==> config.mk <==
export PLATFORM = sky130hd
export DESIGN_NAME = serial_frame_command_bridge
export DESIGN_NICKNAME = d
export VERILOG_FILES = /design/src/sv/sfcb_pkg.sv /design/src/sv/serial_frame_command_bridge.sv
export SDC_FILE = /design/constraint.sdc
export NUM_CORES = 1
export LEC_CHECK = 0
export ABC_AREA = 1
export BUFFER_PORTS_ARGS = -buffer_cell sky130_fd_sc_hd__clkbuf_2
export CORE_MARGIN = 1
export CORE_UTILIZATION = 55
export CTS_BUF_LIST = sky130_fd_sc_hd__clkbuf_4 sky130_fd_sc_hd__clkbuf_8
export DETAILED_ROUTE_END_ITERATION = 8
export PLACE_DENSITY_LB_ADDON = 0.2
export SLEW_MARGIN = 40
export SYNTH_ARGS = -nofsm -noshare
export SYNTH_HDL_FRONTEND = slang
export SYNTH_SLANG_ARGS = --single-unit
==> constraint.sdc <==
create_clock -name clk -period 6.9 [get_ports clk]
set_input_delay 1.38 -clock clk [delete_from_list [all_inputs] [get_ports clk]]
set_output_delay 1.38 -clock clk [all_outputs]
set_load 0.02 [all_outputs]
==> src/sv/sfcb_pkg.sv <==
// ----------------------------------------------------------------------------
// sfcb_pkg
// Constants, types and frame byte lookup for the serial frame command bridge.
// ----------------------------------------------------------------------------
package sfcb_pkg;

	localparam logic [7:0]  HDR_B0      = 8'hA4;
	localparam logic [7:0]  HDR_B1      = 8'h00;
	localparam logic [7:0]  HDR_B2      = 8'h00;
	localparam logic [7:0]  HDR_B3      = 8'h01;
	localparam logic [7:0]  TRAILER     = 8'h44;
	localparam logic [7:0]  ERR_CHAR0   = 8'h30;
	localparam logic [7:0]  ERR_CHARF   = 8'h46;

	localparam logic [31:0] BIT23_OFF   = 32'hFF7F_FFFF;
	localparam logic [31:0] CMD_RESET   = 32'h0080_0000;
	localparam logic [31:0] CMD_RESET2  = 32'h0080_0001;
	localparam logic [31:0] CMD_BITERR  = 32'h0680_0000;
	localparam logic [31:0] CMD_BITDONE = 32'h0580_0000;
	localparam logic [31:0] CMD_LOG     = 32'h0480_0001;
	localparam logic [31:0] CMD_LOGSTB  = 32'h0481_0000;
	localparam logic [31:0] CMD_LOGDONE = 32'h0480_0000;

	localparam logic [15:0] LOG_COUNT_RST = 16'd900;
	localparam logic [15:0] BITERR_COUNT  = 16'd8;
	localparam logic [3:0]  LAST_POS      = 4'd8;
	localparam logic [3:0]  ERR_LEN       = 4'd7;
	localparam logic [3:0]  DATA_LEN      = 4'd9;

	localparam int          APB_AW      = 4;
	localparam logic [1:0]  REG_LOG_COUNT = 2'd0;

	typedef enum logic [2:0] {
		RB_IDLE = 3'b001,
		RB_BIT  = 3'b010,
		RB_LOG  = 3'b100
	} rb_mode_t;

	typedef struct packed {
		logic        err_frame;
		logic [3:0]  nbytes;
		logic [3:0]  total;
		logic [31:0] rd_word;
		logic [31:0] w1;
		logic [31:0] w2;
	} desc_t;

	function automatic logic [7:0] frame_byte(input logic err, input logic [3:0] pos,
		input logic [31:0] w);
		logic [7:0] b;
		unique case (pos)
			4'd0: b = HDR_B0;
			4'd1: b = HDR_B1;
			4'd2: b = HDR_B2;
			4'd3: b = HDR_B3;
			4'd4: b = err ? ERR_CHAR0 : w[7:0];
			4'd5: b = err ? ERR_CHARF : w[15:8];
			4'd6: b = err ? TRAILER : w[23:16];
			4'd7: b = w[31:24];
			default: b = TRAILER;
		endcase
		return b;
	endfunction

endpackage

==> src/sv/serial_frame_command_bridge.sv <==
// After acceptance, an item's descriptor is registered and its first result is then loaded into the output register.
// An item occupies the result sequencer until all of its results (up to 12) have been loaded;
// items with no result are taken every cycle while the result sequencer is idle.
// The next item is accepted in the cycle the previous item's last result is loaded.
// Reset (arst_n low) clears frame, readback and output state; log_count returns to 900.
// ----------------------------------------------------------------------------
// serial_frame_command_bridge
// Parses serial command frames, issues port write triples and frames read words.
// ----------------------------------------------------------------------------
module serial_frame_command_bridge
	import sfcb_pkg::*;
(
	input  logic              clk,
	input  logic              arst_n,
	input  logic              s_tvalid,
	output logic              s_tready,
	input  logic [39:0]       s_tdata,   // rx_byte[7:0], read_word[39:8]
	input  logic              s_tuser,   // action
	output logic              m_tvalid,
	input  logic              m_tready,
	output logic [39:0]       m_tdata,   // port_word[31:0], tx_byte[39:32]
	output logic              m_tuser,   // kind
	output logic              m_tlast,
	input  logic              psel,
	input  logic              penable,
	input  logic              pwrite,
	input  logic [APB_AW-1:0] paddr,
	input  logic [31:0]       pwdata,
	output logic [31:0]       prdata,
	output logic              pready
);

	logic [15:0] log_count_q;
	logic [3:0]  frame_pos_q, frame_pos_d;
	logic        err_q, err_d;
	logic [31:0] cmd_q, cmd_d;
	rb_mode_t    rb_q, rb_d;
	logic [15:0] rb_idx_q, rb_idx_d;

	desc_t       desc_q, desc_d;
	logic        desc_valid_q;
	logic [3:0]  pos_q;
	logic        has_res;

	logic        m_tvalid_q, m_kind_q, m_last_q;
	logic [31:0] m_word_q;
	logic [7:0]  m_byte_q;

	logic        in_acc, emit, elem_last, in_bytes, clr23;
	logic [7:0]  rx_byte;
	logic [31:0] read_word;
	logic [15:0] idx_n, limit;
	logic [3:0]  j;
	logic [31:0] tw;
	logic [7:0]  fb;

	assign rx_byte   = s_tdata[7:0];
	assign read_word = s_tdata[39:8];
	assign pready    = 1'b1;
	assign prdata    = (paddr[APB_AW-1:2] == REG_LOG_COUNT) ? {16'd0, log_count_q} : 32'd0;

	always_ff @(posedge clk or negedge arst_n) begin
		if (!arst_n) begin
			log_count_q <= LOG_COUNT_RST;
		end else if (psel && penable && pwrite && paddr[APB_AW-1:2] == REG_LOG_COUNT) begin
			log_count_q <= pwdata[15:0];
		end
	end

	assign emit      = desc_valid_q && (!m_tvalid_q || m_tready);
	assign elem_last = pos_q == desc_q.total - 4'd1;
	assign s_tready  = !desc_valid_q || (emit && elem_last);
	assign in_acc    = s_tvalid && s_tready;

	assign idx_n = rb_idx_q + 16'd1;
	assign limit = (rb_q == RB_BIT) ? BITERR_COUNT : log_count_q;

	always_comb begin
		frame_pos_d = frame_pos_q;
		err_d       = err_q;
		cmd_d       = cmd_q;
		rb_d        = rb_q;
		rb_idx_d    = rb_idx_q;
		has_res     = 1'b0;
		desc_d      = '0;
		if (rb_q == RB_IDLE) begin
			if (!s_tuser) begin
				unique case (frame_pos_q)
					4'd0: if (rx_byte != HDR_B0) err_d = 1'b1;
					4'd1, 4'd2: if (rx_byte != HDR_B1) err_d = 1'b1;
					4'd3: if (rx_byte != HDR_B3) err_d = 1'b1;
					4'd4, 4'd5, 4'd6, 4'd7: cmd_d = {cmd_q[23:0], rx_byte};
					default: begin
						has_res = 1'b1;
						if (rx_byte != TRAILER || err_q) begin
							desc_d.err_frame = 1'b1;
							desc_d.nbytes    = ERR_LEN;
							desc_d.total     = ERR_LEN;
						end else begin
							desc_d.total = 4'd3;
							priority if (cmd_q == CMD_BITERR) begin
								rb_d     = RB_BIT;
								rb_idx_d = '0;
								desc_d.w1 = CMD_BITERR;
							end else if (cmd_q == CMD_LOG) begin
								rb_idx_d = '0;
								if (log_count_q == '0) begin
									desc_d.w1 = CMD_LOGDONE;
								end else begin
									rb_d      = RB_LOG;
									desc_d.w1 = CMD_LOGSTB;
								end
							end else if (cmd_q == CMD_RESET) begin
								desc_d.w1    = cmd_q;
								desc_d.w2    = CMD_RESET2;
								desc_d.total = 4'd6;
							end else begin
								desc_d.w1 = cmd_q;
							end
						end
					end
				endcase
				if (frame_pos_q >= LAST_POS) begin
					frame_pos_d = '0;
					err_d       = 1'b0;
				end else begin
					frame_pos_d = frame_pos_q + 4'd1;
				end
			end
		end else if (s_tuser) begin
			has_res        = 1'b1;
			desc_d.rd_word = read_word;
			desc_d.nbytes  = DATA_LEN;
			desc_d.total   = DATA_LEN + 4'd3;
			if (idx_n != '0 && idx_n < limit) begin
				rb_idx_d  = idx_n;
				desc_d.w1 = (rb_q == RB_BIT) ? (CMD_BITERR | {28'd0, idx_n[3:0]})
				                             : (CMD_LOGSTB | {16'd0, idx_n});
			end else begin
				desc_d.w1 = (rb_q == RB_BIT) ? CMD_BITDONE : CMD_LOGDONE;
				rb_d      = RB_IDLE;
				rb_idx_d  = '0;
			end
		end
	end

	always_ff @(posedge clk or negedge arst_n) begin
		if (!arst_n) begin
			frame_pos_q <= '0;
			err_q       <= 1'b0;
			cmd_q       <= '0;
			rb_q        <= RB_IDLE;
			rb_idx_q    <= '0;
		end else if (in_acc) begin
			frame_pos_q <= frame_pos_d;
			err_q       <= err_d;
			cmd_q       <= cmd_d;
			rb_q        <= rb_d;
			rb_idx_q    <= rb_idx_d;
		end
	end

	always_ff @(posedge clk or negedge arst_n) begin
		if (!arst_n) begin
			desc_valid_q <= 1'b0;
			pos_q        <= '0;
		end else if (in_acc && has_res) begin
			desc_valid_q <= 1'b1;
			pos_q        <= '0;
		end else if (emit) begin
			if (elem_last) desc_valid_q <= 1'b0;
			pos_q <= pos_q + 4'd1;
		end
	end

	always_ff @(posedge clk) begin
		if (in_acc && has_res) desc_q <= desc_d;
	end

	assign in_bytes = pos_q < desc_q.nbytes;
	assign j        = pos_q - desc_q.nbytes;
	assign tw       = (j >= 4'd3) ? desc_q.w2 : desc_q.w1;
	assign clr23    = !(j == 4'd1 || j == 4'd4);
	assign fb       = frame_byte(desc_q.err_frame, pos_q, desc_q.rd_word);

	always_ff @(posedge clk or negedge arst_n) begin
		if (!arst_n) begin
			m_tvalid_q <= 1'b0;
		end else if (emit) begin
			m_tvalid_q <= 1'b1;
		end else if (m_tready) begin
			m_tvalid_q <= 1'b0;
		end
	end

	always_ff @(posedge clk) begin
		if (emit) begin
			m_kind_q <= in_bytes;
			m_last_q <= elem_last;
			m_byte_q <= in_bytes ? fb : 8'd0;
			m_word_q <= in_bytes ? 32'd0 : (clr23 ? (tw & BIT23_OFF) : tw);
		end
	end

	assign m_tvalid = m_tvalid_q;
	assign m_tdata  = {m_byte_q, m_word_q};
	assign m_tuser  = m_kind_q;
	assign m_tlast  = m_last_q;

	a_pos_in_range: assert property (@(posedge clk) disable iff (!arst_n)
		desc_valid_q |-> pos_q < desc_q.total)
		else $error("result position past end of sequence");

	a_frame_pos: assert property (@(posedge clk) disable iff (!arst_n)
		frame_pos_q <= LAST_POS)
		else $error("frame position out of range");

	a_rb_frame_idle: assert property (@(posedge clk) disable iff (!arst_n)
		rb_q != RB_IDLE |-> frame_pos_q == '0)
		else $error("readback entered mid-frame");

	a_bit_idx: assert property (@(posedge clk) disable iff (!arst_n)
		rb_q == RB_BIT |-> rb_idx_q < BITERR_COUNT)
		else $error("bit-error index out of range");

	a_accept_free: assert property (@(posedge clk) disable iff (!arst_n)
		(in_acc && has_res) |=> desc_valid_q && pos_q == '0)
		else $error("new sequence not started");

endmodule
==> results.toml <==
[status]
status = "finished, final reports clean"

[power]
p_leak_nw = 5.396
pwr-share-comb = 0.311
switching_power_mw = 1.396
p_seq_frac = 0.474
intPower_mw = 2.297
finalPower_mw = 3.693
sw_frac_of_total = 0.3779
ir_worst_vdd_v = 0.0002540
power_frac_clock = 0.215
powerDensity_nw_per_um2 = 336.4

[cts]
clock_sinks = 192
cts_tree = "yes"
insertion_delay_ns = 0.48
post_cts_buffers = 0
ctsResizeCount = 0
cts_buffers = 17
cts.reportedPaths.clkPinSlew_ns = 0.09
hold_buffers = 0
root_buffer = "clkbuf_8"
htree_levels = 4
cts.path.max_buffers = 2

[job]
cap_violations = 0

[final_layout]
fin_area_um2 = 10980
nets = 1348
num_antenna_cells = 0
regArea_um2 = 5381
fin_util = 0.6324
finalNonFillerCells = 1473
multiInputGateArea_um2 = 3502
syn2layout_area_growth_pct = 11.66
drive_gt1_frac = 0.1619
final_common_cell = "nand2_1"
mostFrequentLayoutCells = "nand2_1, inv_1, nor2_1"
fill_cells = 1488

[critical_path]
timing.rr.start = "rb_idx_q[0]"
crit_type = "input port to primary output"
cp-start-kind = "input port"
worstPathArrival_ns = 2.24
endpoint_kind = "primary output"
crit_required_ns = 5.52
cp-startpoint = "m_tready"
worst_r2r_path_depth = 16
crit_path_max_fanout = 5

[place]
dpl-instance-area_um2 = 10550
place_congestion = 0.9165
dp.cells = 1441
portBuffers = 125
dp_hpwl_mm = 15.57

[synthesis]
synth_top_area_cell = "edfxtp_1"
async_reset_ff_frac = 0.4063
yosysWarningCount = 0
yosys-top-cells-area = "edfxtp_1, dfrtp_1, nand2_1, inv_1, nor2_1"
synth_area_um2 = 9831
synth_area_per_cell_um2 = 8.793
ys_seq_elements = 192
yosysSeqAreaShare = 0.5474
synth_top_area_share = 0.3482
synthDistinctLibCells = 45
netlist_instances = 1118
synth_ff_type = "edfxtp_1"
synth_edf_count = 114

[global_routing]
grt_pass1_wl_mm = 32.85
grt_start_max_net_pins = 66
grt_antenna_before_repair = 0
overflow = 0
grt_pass1_vias = 6687
track_usage = 0.2341

[die]
die_h_um = 135.7
initial_core_util = 0.5664
die_w_um = 135.7
rows = 48
core_area_um2 = 17360
die-area_um2 = 18410
ioPinCount = 161

[timing]
period_share = 0.5253
timing.fmax_mhz = 275.9
setup_viol = 0
max_slew_margin = 0.5131
report.final.slew_viol_count = 0
hold_viol = 0
period_minus_slack_ns = 3.625
tns_ns = 0
fin_skew_ns = 0.01918
rsz0062_at_grt = "false"
tightestPinTransition_ns = 0.7276

[detailed_routing]
ant_nets = 0
drt_wl_total_mm = 20.73
viasPerCell = 5.112
wl_per_cell_um = 14.07
via_count = 7530
drt_iter0_drc = 540
dr.pass1.iters = 5
drc = 0

[hold_path]
whs_path_depth = 2
hold_path.class = "flop to flop"
min-delay-start = "cmd_q[29]"
-- metrics by stage --
stage	hold slack, ns	worst slack (ns)
6_report	0.4916	3.275
5_1_grt	0.5166	3.162
4_1_cts	0.4983	3.288
3_5_place_dp	0.4748	2.856
3_3_place_gp	0.4678	2.866
2_1_floorplan	0.4530	1.224
-- kinds of logic (layout without fill, tap and decap cells) --
| group | count (synthesis) | in the layout | share of synthesized area |
|---|---|---|---|
| buffers and inverters | 238 | 353 | 0.1042 |
| xor gates and xnor gates | 14 | 14 | 0.01324 |
| adders and majority gates | 29 | 29 | 0.03767 |
| DFF | 192 | 192 | 0.5474 |
| AOI/OAI and AO/OA | 105 | 105 | 0.05906 |
| other | 2 | 17 | 0.0007639 |
| and+or+nand+nor | 538 | 538 | 0.2376 |
-- per-layer routing --
layer / up-vias / track usage / part of all wire
li1: 3795 / - / -
met3: 18 / 0.04564 / 0.057
met5: - / 0 / 0
met1: 3496 / 0.3278 / 0.46
met4: 0 / 0.06742 / 0.011
met2: 221 / 0.3702 / 0.47
-- sequential cells by signal, indices dropped and copies added, names as in the netlist --
| signal | flops |
|---|---|
| rb_idx_q | 16 |
| rb_q | 3 |
| log_count_q | 16 |
| m_tlast | 1 |
| pos_q | 4 |
| cmd_q | 32 |
| m_tuser | 1 |
| desc_q | 72 |
| frame_pos_q | 4 |
| m_tvalid | 1 |
| m_word_q | 32 |
| m_byte_q | 8 |
| err_q | 1 |
| desc_valid_q | 1 |
-- synth_stat cells, types with 11 or more instances --
cell type  instances
nand2_1          235
nor2_1           175
edfxtp_1         114
inv_1            182
nand4_1           42
xor2_1            11
buf_4             20
a21oi_1           39
dfrtp_1           73
o21ai_1           18
nand3_1           40
nor3_1            20
o21ai_0           26
clkbuf_1          15
ha_1              28
-- worst max-delay path, cell delays in order --
cell and delay, ns:
clkbuf_2 0.08, inv_1 0.04, nand2_1 0.06, nand2_1 0.16, clkinv_1 0.11, nand3_1 0.11
nand2_2 0.12, clkbuf_2 0.18
-- area by class of cell --
class,count,area share
repair buffers,130,0.06064
clock inverters,15,0.01778
well taps,225,0.02565
flip-flops and latches,192,0.4903
multi-input cells,703,0.3190
clock buffers,17,0.02132
inverters,191,0.06531
-- power groups by stage --
stage,clock (mW),combinational (mW),sequential [mW]
CTS,0.807,1.15,1.75
global placement,0,1.12,1.76
global route,0.850,1.29,1.78
finish,0.796,1.15,1.75
floorplan,0,0.665,1.89
detailed placement,0,1.15,1.77
-- final timing paths --
| path | slack (ns) | to |
|---|---|---|
| worst min register to register | 0.49 | cmd_q[29] |
| worst max-delay path | 3.28 | s_tready |
| worst min-delay path | 0.49 | cmd_q[29] |
| max in group asynchronous | 5.06 | cmd_q[26] |
| worst max register to register | 3.49 | desc_q[47] |
| min in group asynchronous | 0.81 | rb_idx_q[9] |
Note: power is estimated with default switching activity, not from simulation.
